[config.mk]
export PLATFORM = sky130hd
export DESIGN_NAME = polar_shape_vertex_generator
export DESIGN_NICKNAME = d
export VERILOG_FILES = /design/src/hw/rtl/psvg_pkg.sv /design/src/hw/rtl/psvg_front.sv /design/src/hw/rtl/psvg_queue.sv /design/src/hw/rtl/psvg_cordic.sv /design/src/hw/rtl/psvg_back.sv /design/src/hw/rtl/polar_shape_vertex_generator.sv
export SDC_FILE = /design/constraint.sdc
export NUM_CORES = 2
export LEC_CHECK = 0
export ABC_CLOCK_PERIOD_IN_PS = 11000
export BUFFER_PORTS_ARGS = -buffer_cell sky130_fd_sc_hd__clkbuf_2
export CAP_MARGIN = 15
export CORE_MARGIN = 2
export CORE_UTILIZATION = 50
export CTS_CLUSTER_DIAMETER = 40
export DETAILED_ROUTE_END_ITERATION = 10
export GPL_TIMING_DRIVEN = 0
export PLACE_DENSITY = 0.67
export SETUP_SLACK_MARGIN = 0.05
export SYNTH_ARGS = -nofsm -noshare
export SYNTH_HDL_FRONTEND = slang
export SYNTH_SLANG_ARGS = --single-unit
[constraint.sdc]
create_clock -name i_clk -period 11 [get_ports i_clk]
set_input_delay 2.2 -clock i_clk [delete_from_list [all_inputs] [get_ports i_clk]]
set_output_delay 2.2 -clock i_clk [all_outputs]
set_load 0.005 [all_outputs]
[src/hw/rtl/psvg_pkg.sv]
// Shared types, field widths and constants of the polar shape vertex generator.
package psvg_pkg;

    localparam int CNT_W    = 7;
    localparam int RAD_W    = 11;
    localparam int START_W  = 15;
    localparam int SPAN_W   = 16;
    localparam int TD_W     = 8;
    localparam int OP_W     = 3;
    localparam int TOT_W    = 9;
    localparam int SC_W     = START_W + CNT_W;
    localparam int DENLO_W  = 1 + CNT_W + TD_W;
    localparam int IDX_W    = 6;
    localparam int ANG_W    = 32;
    localparam int XY_W     = 34;
    localparam int Z_W      = 33;
    localparam int NUM_W    = 25;
    localparam int CORDIC_STEPS = 24;
    localparam logic [TD_W-1:0]  TD_MIN   = 8'd32;
    localparam logic [XY_W-1:0]  GAIN_Q30 = 34'd652032874;

    typedef enum logic [OP_W-1:0] {
        OP_NGON    = 3'd0,
        OP_STAR    = 3'd1,
        OP_GEAR    = 3'd2,
        OP_ARC     = 3'd3,
        OP_WEDGE   = 3'd4,
        OP_ANNULUS = 3'd5
    } t_op;

    typedef struct packed {
        t_op                        op;
        logic [CNT_W-1:0]           cnt;
        logic [TOT_W-1:0]           total;
        logic [RAD_W-1:0]           r1x;
        logic [RAD_W-1:0]           r1y;
        logic [RAD_W-1:0]           r2x;
        logic [RAD_W-1:0]           r2y;
        logic [SC_W-1:0]            start_cnt;
        logic signed [SPAN_W-1:0]   span;
        logic [TD_W-1:0]            td;
        logic [DENLO_W-1:0]         den_lo;
    } t_cmd;

    // Arctangent of 2^-k as a fraction of a turn, scaled by 2^32.
    function automatic logic [ANG_W-1:0] atan_turn(input logic [4:0] k);
        logic [ANG_W-1:0] v;
        case (k)
            5'd0:  v = 32'd536870912;
            5'd1:  v = 32'd316933406;
            5'd2:  v = 32'd167458907;
            5'd3:  v = 32'd85004756;
            5'd4:  v = 32'd42667331;
            5'd5:  v = 32'd21354465;
            5'd6:  v = 32'd10679838;
            5'd7:  v = 32'd5340245;
            5'd8:  v = 32'd2670163;
            5'd9:  v = 32'd1335087;
            5'd10: v = 32'd667544;
            5'd11: v = 32'd333772;
            5'd12: v = 32'd166886;
            5'd13: v = 32'd83443;
            5'd14: v = 32'd41722;
            5'd15: v = 32'd20861;
            5'd16: v = 32'd10430;
            5'd17: v = 32'd5215;
            5'd18: v = 32'd2608;
            5'd19: v = 32'd1304;
            5'd20: v = 32'd652;
            5'd21: v = 32'd326;
            5'd22: v = 32'd163;
            5'd23: v = 32'd81;
            default: v = '0;
        endcase
        return v;
    endfunction

endpackage

[src/hw/rtl/psvg_front.sv]
// Request front end: takes a request word, clamps and classifies it, builds a command.
module psvg_front (
    input  logic                        i_valid,
    output logic                        o_stall,
    input  logic [2:0]                  i_op,
    input  logic [6:0]                  i_count,
    input  logic [10:0]                 i_radius1_x,
    input  logic [10:0]                 i_radius1_y,
    input  logic [10:0]                 i_radius2_x,
    input  logic [10:0]                 i_radius2_y,
    input  logic [14:0]                 i_start_angle,
    input  logic signed [15:0]          i_span_angle,
    input  logic [7:0]                  i_tooth_divisor,
    input  logic                        i_full,
    output logic                        o_push,
    output psvg_pkg::t_cmd              o_cmd
);
    import psvg_pkg::*;

    logic [CNT_W-1:0] cnt;
    logic [TD_W-1:0]  td;
    logic [TOT_W-1:0] total;
    logic             op_ok;

    assign cnt = (i_count == '0) ? CNT_W'(1) : i_count;
    assign td  = (i_tooth_divisor < TD_MIN) ? TD_MIN : i_tooth_divisor;

    always_comb begin
        op_ok = 1'b1;
        total = TOT_W'(cnt);
        case (i_op)
            OP_NGON:    total = TOT_W'(cnt);
            OP_STAR:    total = TOT_W'({cnt, 1'b0});
            OP_GEAR:    total = TOT_W'({cnt, 2'b00});
            OP_ARC:     total = TOT_W'(cnt) + TOT_W'(1);
            OP_WEDGE:   total = TOT_W'(cnt) + TOT_W'(2);
            OP_ANNULUS: total = TOT_W'({cnt, 1'b0}) + TOT_W'(2);
            default:    op_ok = 1'b0;
        endcase
    end

    // Requests with an unused shape code produce no vertices and are dropped here.
    assign o_stall = i_full;
    assign o_push  = i_valid && !i_full && op_ok;

    always_comb begin
        o_cmd.op        = t_op'(i_op);
        o_cmd.cnt       = cnt;
        o_cmd.total     = total;
        o_cmd.r1x       = i_radius1_x;
        o_cmd.r1y       = i_radius1_y;
        o_cmd.r2x       = i_radius2_x;
        o_cmd.r2y       = i_radius2_y;
        o_cmd.start_cnt = SC_W'(i_start_angle) * SC_W'(cnt);
        o_cmd.span      = i_span_angle;
        o_cmd.td        = td;
        o_cmd.den_lo    = DENLO_W'({cnt, 1'b0}) * DENLO_W'(td);
    end

endmodule

[src/hw/rtl/psvg_queue.sv]
// Two-entry command queue between the front end and the vertex engine.
module psvg_queue (
    input  logic                i_clk,
    input  logic                i_rst_n,
    input  logic                i_push,
    input  psvg_pkg::t_cmd      i_cmd,
    input  logic                i_pop,
    output logic                o_full,
    output logic                o_empty,
    output psvg_pkg::t_cmd      o_cmd
);
    import psvg_pkg::*;

    t_cmd       r_mem [2];
    logic       r_wp;
    logic       r_rp;
    logic [1:0] r_cnt;

    assign o_full  = (r_cnt == 2'd2);
    assign o_empty = (r_cnt == 2'd0);
    assign o_cmd   = r_mem[r_rp];

    always_ff @(posedge i_clk) begin
        if (i_push) begin
            r_mem[r_wp] <= i_cmd;
        end
    end

    always_ff @(posedge i_clk) begin
        if (!i_rst_n) begin
            r_wp  <= 1'b0;
            r_rp  <= 1'b0;
            r_cnt <= 2'd0;
        end else begin
            if (i_push) begin
                r_wp <= !r_wp;
            end
            if (i_pop) begin
                r_rp <= !r_rp;
            end
            r_cnt <= r_cnt + 2'(i_push) - 2'(i_pop);
        end
    end

endmodule

[src/hw/rtl/psvg_cordic.sv]
// Iterative rotation CORDIC giving sine and cosine of a binary angle in Q30.
module psvg_cordic (
    input  logic                                    i_clk,
    input  logic                                    i_rst_n,
    input  logic                                    i_start,
    input  logic [psvg_pkg::ANG_W-1:0]              i_angle,
    output logic                                    o_done,
    output logic signed [psvg_pkg::XY_W-1:0]        o_sin,
    output logic signed [psvg_pkg::XY_W-1:0]        o_cos
);
    import psvg_pkg::*;

    logic signed [XY_W-1:0] r_x;
    logic signed [XY_W-1:0] r_y;
    logic signed [Z_W-1:0]  r_z;
    logic [1:0]             r_quad;
    logic [4:0]             r_k;
    logic                   r_busy;
    logic                   r_done;
    logic signed [XY_W-1:0] dx;
    logic signed [XY_W-1:0] dy;
    logic signed [Z_W-1:0]  dz;

    assign dx = r_y >>> r_k;
    assign dy = r_x >>> r_k;
    assign dz = $signed(Z_W'(atan_turn(r_k)));

    always_ff @(posedge i_clk) begin
        if (i_start) begin
            r_x    <= $signed(GAIN_Q30);
            r_y    <= '0;
            r_z    <= $signed(Z_W'(i_angle[ANG_W-3:0]));
            r_quad <= i_angle[ANG_W-1:ANG_W-2];
        end else if (r_busy) begin
            if (r_z >= 0) begin
                r_x <= r_x - dx;
                r_y <= r_y + dy;
                r_z <= r_z - dz;
            end else begin
                r_x <= r_x + dx;
                r_y <= r_y - dy;
                r_z <= r_z + dz;
            end
        end
    end

    always_ff @(posedge i_clk) begin
        if (!i_rst_n) begin
            r_busy <= 1'b0;
            r_done <= 1'b0;
            r_k    <= '0;
        end else begin
            r_done <= 1'b0;
            if (i_start) begin
                r_busy <= 1'b1;
                r_k    <= '0;
            end else if (r_busy) begin
                if (r_k == 5'(CORDIC_STEPS - 1)) begin
                    r_busy <= 1'b0;
                    r_done <= 1'b1;
                end else begin
                    r_k <= r_k + 5'd1;
                end
            end
        end
    end

    // Fold the first-quadrant result back to the full turn.
    always_comb begin
        case (r_quad)
            2'd0: begin
                o_sin = r_y;
                o_cos = r_x;
            end
            2'd1: begin
                o_sin = r_x;
                o_cos = -r_y;
            end
            2'd2: begin
                o_sin = -r_y;
                o_cos = -r_x;
            end
            default: begin
                o_sin = -r_x;
                o_cos = r_y;
            end
        endcase
    end

    assign o_done = r_done;

endmodule

[src/hw/rtl/psvg_back.sv]
// Vertex engine: walks the vertices of one command, finds each angle, rotates and scales.
module psvg_back #(
    parameter int MAX_VERTS       = 64,
    parameter int ANGLE_FRAC_BITS = 6,
    parameter int COORD_BITS      = 12
) (
    input  logic                            i_clk,
    input  logic                            i_rst_n,
    input  psvg_pkg::t_cmd                  i_cmd,
    input  logic                            i_empty,
    output logic                            o_pop,
    output logic                            o_valid,
    input  logic                            i_stall,
    output logic signed [COORD_BITS-1:0]    o_x,
    output logic signed [COORD_BITS-1:0]    o_y,
    output logic [5:0]                      o_vertex_index,
    output logic                            o_last
);
    import psvg_pkg::*;

    localparam int TURN  = 360 << ANGLE_FRAC_BITS;
    localparam int TW    = $clog2(TURN + 1);
    localparam int DW    = TW + CNT_W;
    localparam int KW    = $clog2(MAX_VERTS);
    localparam int NVW   = $clog2(MAX_VERTS + 1);
    localparam int MAG_W = NUM_W - 1;
    localparam int PW    = XY_W + RAD_W + 1;
    localparam int VW    = PW - 30;
    localparam int IT_W  = 6;

    typedef enum logic [9:0] {
        S_IDLE  = 10'b0000000001,
        S_NUM   = 10'b0000000010,
        S_MOD   = 10'b0000000100,
        S_FIX   = 10'b0000001000,
        S_DIV   = 10'b0000010000,
        S_CST   = 10'b0000100000,
        S_CWAIT = 10'b0001000000,
        S_MX    = 10'b0010000000,
        S_MY    = 10'b0100000000,
        S_OUT   = 10'b1000000000
    } t_state;

    t_state                  r_state;
    t_cmd                    r_cmd;
    logic [DW-1:0]           r_den;
    logic [NVW-1:0]          r_n;
    logic [KW-1:0]           r_k;
    logic                    r_neg;
    logic [MAG_W-1:0]        r_mag;
    logic [DW-1:0]           r_rem;
    logic [ANG_W-1:0]        r_h;
    logic [ANG_W-1:0]        r_q;
    logic [IT_W-1:0]         r_it;
    logic                    r_second;
    logic signed [PW-1:0]    r_px;
    logic signed [PW-1:0]    r_py;
    logic                    r_ovalid;
    logic signed [COORD_BITS-1:0] r_ox;
    logic signed [COORD_BITS-1:0] r_oy;
    logic [5:0]              r_oidx;
    logic                    r_olast;

    logic [8:0]              k9;
    logic [8:0]              cnt9;
    logic [8:0]              arc_i;
    logic                    origin;
    logic                    second;
    logic signed [16:0]      mul_a;
    logic [8:0]              mul_b;
    logic signed [NUM_W-1:0] addend;
    logic signed [26:0]      prod;
    logic signed [NUM_W-1:0] num;
    logic                    step_bit;
    logic [DW:0]             rem2;
    logic                    ge;
    logic                    cord_start;
    logic                    cord_done;
    logic signed [XY_W-1:0]  sin_v;
    logic signed [XY_W-1:0]  cos_v;
    logic signed [XY_W-1:0]  trig;
    logic [RAD_W-1:0]        rad;
    logic signed [PW-1:0]    prod2;
    logic                    out_free;
    logic                    is_last;

    assign k9   = 9'(r_k);
    assign cnt9 = 9'(r_cmd.cnt);

    // Per-vertex numerator of the angle fraction, one multiply.
    always_comb begin
        origin = 1'b0;
        second = 1'b0;
        arc_i  = k9;
        mul_a  = 17'sd1;
        mul_b  = k9;
        addend = '0;
        if ((r_cmd.op == OP_ANNULUS) && (k9 > cnt9)) begin
            arc_i  = {cnt9[7:0], 1'b0} + 9'd1 - k9;
            second = 1'b1;
        end
        if ((r_cmd.op == OP_WEDGE) && (k9 == cnt9 + 9'd1)) begin
            origin = 1'b1;
        end
        case (r_cmd.op)
            OP_NGON: begin
                mul_b = k9;
            end
            OP_STAR: begin
                mul_b  = k9;
                second = k9[0];
            end
            OP_GEAR: begin
                mul_a  = $signed(17'(r_cmd.td));
                mul_b  = k9 >> 1;
                addend = k9[0] ? NUM_W'(32) : -NUM_W'(32);
                second = k9[1];
            end
            default: begin
                mul_a  = 17'(r_cmd.span);
                mul_b  = arc_i;
                addend = $signed(NUM_W'(r_cmd.start_cnt));
            end
        endcase
    end

    assign prod = mul_a * $signed({1'b0, mul_b});
    assign num  = prod[NUM_W-1:0] + addend;

    // One restoring step, shared by the modulo and the fraction division.
    assign step_bit = (r_state == S_MOD) ? r_mag[MAG_W-1] : r_h[ANG_W-1];
    assign rem2     = {r_rem, step_bit};
    assign ge       = (rem2 >= {1'b0, r_den});

    assign cord_start = (r_state == S_CST);

    psvg_cordic u_cordic (
        .i_clk   (i_clk),
        .i_rst_n (i_rst_n),
        .i_start (cord_start),
        .i_angle (r_q),
        .o_done  (cord_done),
        .o_sin   (sin_v),
        .o_cos   (cos_v)
    );

    always_comb begin
        if (r_state == S_MX) begin
            trig = sin_v;
            rad  = r_second ? r_cmd.r2x : r_cmd.r1x;
        end else begin
            trig = -cos_v;
            rad  = r_second ? r_cmd.r2y : r_cmd.r1y;
        end
    end

    assign prod2 = trig * $signed({1'b0, rad});

    function automatic logic signed [COORD_BITS-1:0] round_sat(input logic signed [PW-1:0] p);
        logic signed [PW-1:0] t;
        logic signed [VW-1:0] v;
        logic signed [VW-1:0] hi;
        logic signed [VW-1:0] lo;
        t  = p + $signed(PW'(64'd1 << 29));
        v  = VW'(t >>> 30);
        hi = $signed(VW'((64'd1 << (COORD_BITS - 1)) - 64'd1));
        lo = -hi - VW'(1);
        if (v > hi) begin
            v = hi;
        end
        if (v < lo) begin
            v = lo;
        end
        return v[COORD_BITS-1:0];
    endfunction

    assign out_free = !r_ovalid || !i_stall;
    assign is_last  = (NVW'(r_k) == r_n - NVW'(1));
    assign o_pop    = (r_state == S_IDLE) && !i_empty;

    always_ff @(posedge i_clk) begin
        case (r_state)
            S_IDLE: begin
                r_cmd <= i_cmd;
                r_k   <= '0;
                if (10'(i_cmd.total) > 10'(MAX_VERTS)) begin
                    r_n <= NVW'(MAX_VERTS);
                end else begin
                    r_n <= NVW'(i_cmd.total);
                end
                case (i_cmd.op)
                    OP_NGON: r_den <= DW'(i_cmd.cnt);
                    OP_STAR: r_den <= DW'({i_cmd.cnt, 1'b0});
                    OP_GEAR: r_den <= DW'(i_cmd.den_lo);
                    default: r_den <= DW'(TURN) * DW'(i_cmd.cnt);
                endcase
            end
            S_NUM: begin
                r_second <= second;
                r_neg    <= num[NUM_W-1];
                r_mag    <= num[NUM_W-1] ? MAG_W'(-num) : MAG_W'(num);
                r_rem    <= '0;
                r_it     <= IT_W'(MAG_W);
                r_px     <= '0;
                r_py     <= '0;
            end
            S_MOD: begin
                r_rem <= ge ? DW'(rem2 - {1'b0, r_den}) : rem2[DW-1:0];
                r_mag <= r_mag << 1;
                r_it  <= r_it - IT_W'(1);
            end
            S_FIX: begin
                if (r_neg && (r_rem != '0)) begin
                    r_rem <= r_den - r_rem;
                end
                r_h  <= ANG_W'(r_den >> 1);
                r_it <= IT_W'(ANG_W);
            end
            S_DIV: begin
                r_rem <= ge ? DW'(rem2 - {1'b0, r_den}) : rem2[DW-1:0];
                r_h   <= r_h << 1;
                r_q   <= {r_q[ANG_W-2:0], ge};
                r_it  <= r_it - IT_W'(1);
            end
            S_MX: begin
                r_px <= prod2;
            end
            S_MY: begin
                r_py <= prod2;
            end
            S_OUT: begin
                if (out_free && !is_last) begin
                    r_k <= r_k + KW'(1);
                end
            end
            default: begin
            end
        endcase
    end

    always_ff @(posedge i_clk) begin
        if ((r_state == S_OUT) && out_free) begin
            r_ox    <= round_sat(r_px);
            r_oy    <= round_sat(r_py);
            r_oidx  <= k9[5:0];
            r_olast <= is_last;
        end
    end

    always_ff @(posedge i_clk) begin
        if (!i_rst_n) begin
            r_state  <= S_IDLE;
            r_ovalid <= 1'b0;
        end else begin
            if ((r_state == S_OUT) && out_free) begin
                r_ovalid <= 1'b1;
            end else if (!i_stall) begin
                r_ovalid <= 1'b0;
            end
            case (r_state)
                S_IDLE: begin
                    if (!i_empty) begin
                        r_state <= S_NUM;
                    end
                end
                S_NUM: begin
                    r_state <= origin ? S_OUT : S_MOD;
                end
                S_MOD: begin
                    if (r_it == IT_W'(1)) begin
                        r_state <= S_FIX;
                    end
                end
                S_FIX: begin
                    r_state <= S_DIV;
                end
                S_DIV: begin
                    if (r_it == IT_W'(1)) begin
                        r_state <= S_CST;
                    end
                end
                S_CST: begin
                    r_state <= S_CWAIT;
                end
                S_CWAIT: begin
                    if (cord_done) begin
                        r_state <= S_MX;
                    end
                end
                S_MX: begin
                    r_state <= S_MY;
                end
                S_MY: begin
                    r_state <= S_OUT;
                end
                S_OUT: begin
                    if (out_free) begin
                        r_state <= is_last ? S_IDLE : S_NUM;
                    end
                end
                default: begin
                    r_state <= S_IDLE;
                end
            endcase
        end
    end

    assign o_valid        = r_ovalid;
    assign o_x            = r_ox;
    assign o_y            = r_oy;
    assign o_vertex_index = r_oidx;
    assign o_last         = r_olast;

endmodule

[src/hw/rtl/polar_shape_vertex_generator.sv]
// Top level of the polar shape vertex generator.
//
// Usage: a request word (shape code, count, two radii, arc start and span,
// gear tooth divisor) enters on the input channel when i_valid is high and
// o_stall is low. The block answers with one word per outline vertex on the
// output channel (o_valid / i_stall), in outline order, numbered by
// o_vertex_index and with o_last on the final vertex of the request. A
// request with an unused shape code is taken and produces no words.
// The front end checks and clamps each request and places it in a two-entry
// command queue, so up to two requests can wait while the vertex engine works.
// The engine handles one vertex at a time: the angle numerator is formed with
// one multiply, reduced modulo a turn by a restoring unit, turned into a binary
// angle by a restoring divider that shares its step with that unit, rotated by
// a 24-step CORDIC and scaled by two multiplies on one shared multiplier. A
// wedge's closing origin vertex skips the angle, rotation and scaling steps.
// A vertex waits in the output register while the receiver stalls; the engine
// goes on to the next vertex and holds it until that word is taken, and the
// queue keeps taking requests while it has room.
// Reset is synchronous and active low; it empties the queue, idles the engine
// and drops any word not yet delivered.
module polar_shape_vertex_generator #(
    parameter int MAX_VERTS       = 64,
    parameter int ANGLE_FRAC_BITS = 6,
    parameter int COORD_BITS      = 12
) (
    input  logic                            i_clk,
    input  logic                            i_rst_n,
    input  logic                            i_valid,
    output logic                            o_stall,
    input  logic [2:0]                      i_op,
    input  logic [6:0]                      i_count,
    input  logic [10:0]                     i_radius1_x,
    input  logic [10:0]                     i_radius1_y,
    input  logic [10:0]                     i_radius2_x,
    input  logic [10:0]                     i_radius2_y,
    input  logic [14:0]                     i_start_angle,
    input  logic signed [15:0]              i_span_angle,
    input  logic [7:0]                      i_tooth_divisor,
    output logic                            o_valid,
    input  logic                            i_stall,
    output logic signed [COORD_BITS-1:0]    o_x,
    output logic signed [COORD_BITS-1:0]    o_y,
    output logic [5:0]                      o_vertex_index,
    output logic                            o_last
);
    import psvg_pkg::*;

    t_cmd front_cmd;
    t_cmd queue_cmd;
    logic push;
    logic pop;
    logic full;
    logic empty;

    // Front end: classification of the incoming request word.
    psvg_front u_front (
        .i_valid         (i_valid),
        .o_stall         (o_stall),
        .i_op            (i_op),
        .i_count         (i_count),
        .i_radius1_x     (i_radius1_x),
        .i_radius1_y     (i_radius1_y),
        .i_radius2_x     (i_radius2_x),
        .i_radius2_y     (i_radius2_y),
        .i_start_angle   (i_start_angle),
        .i_span_angle    (i_span_angle),
        .i_tooth_divisor (i_tooth_divisor),
        .i_full          (full),
        .o_push          (push),
        .o_cmd           (front_cmd)
    );

    // Queue decoupling the front end from the engine.
    psvg_queue u_queue (
        .i_clk   (i_clk),
        .i_rst_n (i_rst_n),
        .i_push  (push),
        .i_cmd   (front_cmd),
        .i_pop   (pop),
        .o_full  (full),
        .o_empty (empty),
        .o_cmd   (queue_cmd)
    );

    // Vertex engine with its own output register.
    psvg_back #(
        .MAX_VERTS       (MAX_VERTS),
        .ANGLE_FRAC_BITS (ANGLE_FRAC_BITS),
        .COORD_BITS      (COORD_BITS)
    ) u_back (
        .i_clk          (i_clk),
        .i_rst_n        (i_rst_n),
        .i_cmd          (queue_cmd),
        .i_empty        (empty),
        .o_pop          (pop),
        .o_valid        (o_valid),
        .i_stall        (i_stall),
        .o_x            (o_x),
        .o_y            (o_y),
        .o_vertex_index (o_vertex_index),
        .o_last         (o_last)
    );

endmodule

Word-level counts from Yosys, hierarchy flattened
Memories as Yosys holds them, arrays and structs flattened. A register that Yosys moved wholly into a read port is not among the register bits.
Index checks and enable logic that the tools add are counted.
- bits of input ports: 97
- memory bits (writable): 248
- word-level logic and storage cells: 221
- register bits after elaboration: 501
- memories kept: 2
- memory bits (read-only): 960
- memory list (name ; depth ; bits a word ; read ports ; clocked after memory_dff ; wr ports ; RTL line ; text):
    (name not given) ; 32 ; 30 ; 1 ; 1 ; 0 ; psvg_pkg.sv:48 ; case (k)
    u_queue.r_mem ; 2 ; 124 ; 1 ; 1 ; 1 ; psvg_queue.sv:14 ; t_cmd r_mem [2];
- multiplexer cells: 60
- $mul: 5
- shift-type cells: 2
- $lt $le $gt $ge: 9
- eq/ne operators: 36
- reductions and logical operators: 39
- add/subtract/negate cells: 27
- bitwise gates (word level): 3
- operators by type and width (operator ; count):
    case mux 34 bit (3 select lines) ; 2
    case mux 46 bit (2 select lines) ; 2
    case mux 22 bit (3 select lines) ; 2
    2-to-1 mux 34 bit ; 3
    negation 34 bit ; 3
    case mux 10 bit (10 select lines) ; 1
    adder 46 x 31 -> 46 bit (second input constant) ; 2
    adder 34 bit ; 2
    >>> shifter 34 x 5 -> 34 bit ; 2
    subtractor 34 bit ; 2
    2-to-1 mux 16 bit ; 4
    case mux 32 bit (2 select lines) ; 1
    2-to-1 mux 10 bit ; 6
    2-to-1 mux 30 bit ; 2
    case mux 25 bit (2 select lines) ; 1
    case mux 24 bit (2 select lines) ; 1
    multiplier 34 x 12 -> 46 bit ; 1
    case mux 9 bit (5 select lines) ; 1
    2-to-1 mux 22 bit ; 2
    subtractor 22 bit ; 2
    case mux 17 bit (2 select lines) ; 1
    adder 33 bit ; 1
    greater-or-equal comparator 33 x 1 -> 1 bit (second input constant) ; 1
    2-to-1 mux 11 bit ; 3
    other kinds (74) ; 133

Longest topological paths before layout
- depth after elaboration: 9
- gate-level depth with buffers: 40

Modules after synthesis
A second synthesis with hierarchy kept.
- cell total of the unflattened synthesis: 7520
- area, all modules: 71587.4 um^2
- modules (own cells, without submodules) (module ; area an instance (um^2) ; times used ; cells each):
    psvg_back ; 36164.7 ; 1 ; 3749
    psvg_cordic ; 19693.9 ; 1 ; 2553
    psvg_queue ; 9441.6 ; 1 ; 410
    psvg_front ; 6287.3 ; 1 ; 808

Worst setup path before layout
OpenSTA, ideal clock, no wires.
- path type: register to register
- start point: register u_back.u_cordic.r_x[1]
- end point: register u_back.r_py[42] (data pin)
- path buffers: 1
- stages on the path, launching flop included: 35
- setup slack: 1.858 ns
- arrival: 8.876 ns
- required time: 10.734 ns
- cells stage by stage: dfxtp_1 -> inv_1 -> ha_1 -> or4b_1 -> or4_4 -> o41ai_4 -> xor2_1 -> nand3_1 -> a221oi_2 -> or4b_4 -> nor3_1 -> xor2_1 -> o21ai_0 -> clkbuf_1 -> nand2_1 -> fa_1 -> fa_1 -> inv_1 -> fa_1 -> fa_1 -> inv_1 -> fa_1 -> inv_1 -> ha_1 -> a21o_1 -> a21o_1 -> a21o_1 -> o21ai_0 -> nor2b_1 -> a31oi_1 -> a21o_1 -> a221oi_1 -> a31oi_1 -> xnor2_1 -> nor2_1
- longest elaborated chain between the ends: 6
- RTL lines (what ; RTL line ; text):
    start, declared ; psvg_cordic.sv:13 ; logic signed [XY_W-1:0] r_x;
    start signal, assigned ; psvg_cordic.sv:30 ; r_x <= $signed(GAIN_Q30);
    start signal, assigned ; psvg_cordic.sv:36 ; r_x <= r_x - dx;
    start signal, assigned ; psvg_cordic.sv:40 ; r_x <= r_x + dx;
    negation 34 bit ; psvg_cordic.sv:81, psvg_cordic.sv:84 ;
    case mux 34 bit (3 select lines) ; psvg_cordic.sv:70 ; case (r_quad)
    negation 34 bit ; psvg_back.sv:152 ; trig = -cos_v;
    2-to-1 mux 34 bit (*) ; psvg_back.sv:148 ; if (r_state == S_MX) begin
    multiplier 34 x 12 -> 46 bit (*) ; psvg_back.sv:157 ; assign prod2 = trig * $signed({1'b0, rad});
    case mux 46 bit (2 select lines) (*) ; psvg_back.sv:182 ; case (r_state)
    end signal, assigned ; psvg_back.sv:229 ; r_py <= prod2;
    end, declared ; psvg_back.sv:57 ; logic signed [PW-1:0] r_py;
Every way passes the cells marked *; elsewhere a longest branch is shown, timed or not.
A chain may end at the register's enable or synchronous reset.

Worst setup path after layout
- start point: register u_back.u_cordic.r_x[1]
- end point: register u_back.r_py[45] (data pin)
The elaborated chain is that of the path after synthesis.

==> flow_summary.toml <==
[floorplanning]
core_um2 = 140000
fp.dieW_um = 379
io_pins = 130
rows = 137
die_area_um2 = 144000
start_util_pct = 50.4
die_h_um = 379

[critical_path]
ff2ff_setup_slack_ns = 0.42
r2r_end = "u_back.r_py[45]"
cp-end-kind = "flip-flop"
r2r_cells = 35
timing.critical_path.mode_cell = "fa_1"
cp.depth = 35
cp_max_fo = 10
critPathKind = "flip-flop to flip-flop"
worstPathArrival_ns = 11.06
slowest_delay_ns = 0.60
reg2reg_from = "u_back.u_cordic.r_x[1]"
worstSetupEndpoint = "u_back.r_py[45]"
critPathBufInv = 6
critPathRequiredTime_ns = 11.48
critical_path.startpoint = "u_back.u_cordic.r_x[1]"
critPathSlowestCell = "or4b_1"
start_kind = "flip-flop"
critical-path-top-delay-family = "simple AND/OR/NAND/NOR gates"

[routing]
wirelength_um = 235000
vias = 57500
drt-initial-drc-count = 5935
remaining_drc_errors = 0
wl_per_cell_um = 24.4
viasPerCell = 5.97
dr.pass1.iters = 7
antenna_left = 0

[sta]
setup_viol = 0
rsz0062_at_grt = "false"
worst_pin_slew_ns = 1.26
slew_violations = 0
fin_skew_ns = 0.0862
finalHoldViolCount = 0
period_needed_ns = 10.58
fin_setup_tns_ns = 0
maxSlewHeadroom_pct = 15.8
max_freq_mhz = 94.5
min_period_over_period_pct = 96.2

[clock_network]
cts-root-buf = "clkbuf_16"
clk_pin_slew_worst_paths_ns = 0.06
cts_sinks = 722
clockBufferDepth = 3
clk_latency_ns = 0.79
hold_buffers = 0
cts_tree = "built"
numCtsBuffers = 111
cts_max_level = 3

[layout]
n_fill_cell = 12600
synthToLayoutAreaGrowth_pct = 10.8
drive_gt1_share_pct = 9.17
nets = 8755
final_cell_mix = "inv_1, nand2_1, edfxtp_1"
finalCoreUtilization_pct = 55.8
final_common_cell = "inv_1"
regArea_um2 = 20400
multiInputGateArea_um2 = 45200

[yosys]
synth_flop_cell = "edfxtp_1"
synth_area_um2 = 70300
ys_ff_latch = 722
syn_inst = 7388
avgSynthCellArea_um2 = 9.52
yosysSeqAreaShare_pct = 29.1
synth_async_sr_flop_share_pct = 0
synth-edff-count = 598
yosysUniqueCellTypes = 100
syn_nets = 8488
synth_warnings = 0

[place]
gp_routability_congestion = 1.03
hpwlAfterDp_um = 190000
io_buffers = 125

[global_route]
overflow = 0
grt_pass1_wl_um = 353000
grt_pass1_vias = 56600
grt_max_degree = 96
antenna_found_initial = 7
grt_usage_pct = 32.8

[job]
maxCapViolCount = 0

[status]
outcome = "complete, no violations"

[min_path]
hp-class = "flip-flop to flip-flop"
registers in the layout, indices dropped and copies added (netlist names), 5 cells and up, named ones only:
register               flops
u_back.r_k                 6
u_back.r_h                32
u_back.o_x                12
u_back.r_n                 7
u_back.u_cordic.r_y       34
u_back.r_q                32
u_back.o_vertex_index      6
u_back.u_cordic.r_k        5
u_back.r_px               17
u_back.u_cordic.r_z       33
u_back.r_state            10
u_back.r_it                6
u_back.r_cmd              93
u_back.r_rem              22
u_back.r_mag              24
u_queue.r_mem            248
u_back.r_py               17
u_back.o_y                12
u_back.cnt9                7
u_back.u_cordic.dz        30
u_back.r_den              22
u_back.u_cordic.r_x       34
cells in the mapped netlist (70+ instances only):
library cell  number  area [um^2]
a21o_1            95          713
a21oi_1          383         1920
a31oi_1           75          469
and2_1           147          920
clkbuf_1         316         1190
dfxtp_1          124         2480
edfxtp_1         598        18000
fa_1             571        11400
ha_1             432         5410
inv_1            850         3190
mux2_2           129         1450
mux2i_1          136         1360
mux4_2            93         2090
nand2_1          794         2980
nand2b_1          70          438
nand3_1          111          556
nor2_1           554         2080
nor2b_1          108          676
nor3_1           108          541
o21ai_0          283         1420
xnor2_1          318         2790
xor2_1           168         1470
worst min path at each step:
stage | start | slack, ns | cells past startpoint | end
floorplan | u_back.r_q[31] | 0.40 | 0 | u_back.u_cordic.r_quad[1]
global placement | u_back.r_q[31] | 0.41 | 0 | u_back.u_cordic.r_quad[1]
detailed placement | u_back.r_q[31] | 0.41 | 0 | u_back.u_cordic.r_quad[1]
CTS | u_back.r_q[31] | 0.42 | 0 | u_back.u_cordic.r_quad[1]
global route | u_back.r_q[31] | 0.42 | 0 | u_back.u_cordic.r_quad[1]
finish | u_back.r_q[31] | 0.42 | 0 | u_back.u_cordic.r_quad[1]
stage by stage:
stage | std cells | setup slack [ns] | area [um^2] | hold WS (ns)
finish | 9633 | 0.418 | 77900 | 0.422
global route | 9631 | 0.0840 | 77900 | 0.424
CTS | 9622 | 0.121 | 77700 | 0.422
detailed placement | 9411 | -0.782 | 73700 | 0.409
global placement | 9389 | -3.18 | 73300 | 0.407
floorplan | 7388 | 1.86 | 70300 | 0.400
kinds of logic (layout without fill, tap and decap cells):
family / count (synthesis) / count (layout) / share of synthesized area [%]
multiplexers: 359 / 359 / 7.01
flip-flops: 722 / 722 / 29.1
XOR/XNOR: 486 / 486 / 6.05
AND/OR/NAND/NOR: 2204 / 2204 / 14.8
buffers and inverters: 1253 / 1618 / 6.79
adder cells (fa/ha/maj): 1003 / 1003 / 23.9
AO/OA/AOI/OAI: 1361 / 1361 / 12.4
other: 0 / 4 / 0
layer usage:
metal  track usage (%)  up-vias  part of all wire [%]
met4              12.1        0                   3.9
met1              45.2    28500                    43
met2              50.5     2527                    44
li1                  -    26000                     -
met5                 0        -                     0
met3              7.25      473                   9.2
cell type report:
type / instances / area share [%]
Antenna cell: 4 / 0.0129
Buffer: 393 / 2.02
Clock buffer: 119 / 3.64
Clock inverter: 92 / 1.38
Inverter: 860 / 4.15
Multi-Input combinational cell: 5413 / 58.1
Sequential cell: 722 / 26.2
Tap cell: 1876 / 3.01
Timing Repair Buffer: 154 / 1.45
timing repair:
| action | CTS | global route |
|---|---|---|
| setup buffers | 0 | 2 |
| setup endpoints to repair | 24 | 28 |
| gates resized for setup | 13 | 34 |
| pin swaps | 0 | 0 |
| endpoints found under the hold margin | 0 | 0 |
Power is left out: the tool's default activity adds up to more than one toggle a clock period on the data nets, which glitch-free logic cannot reach.
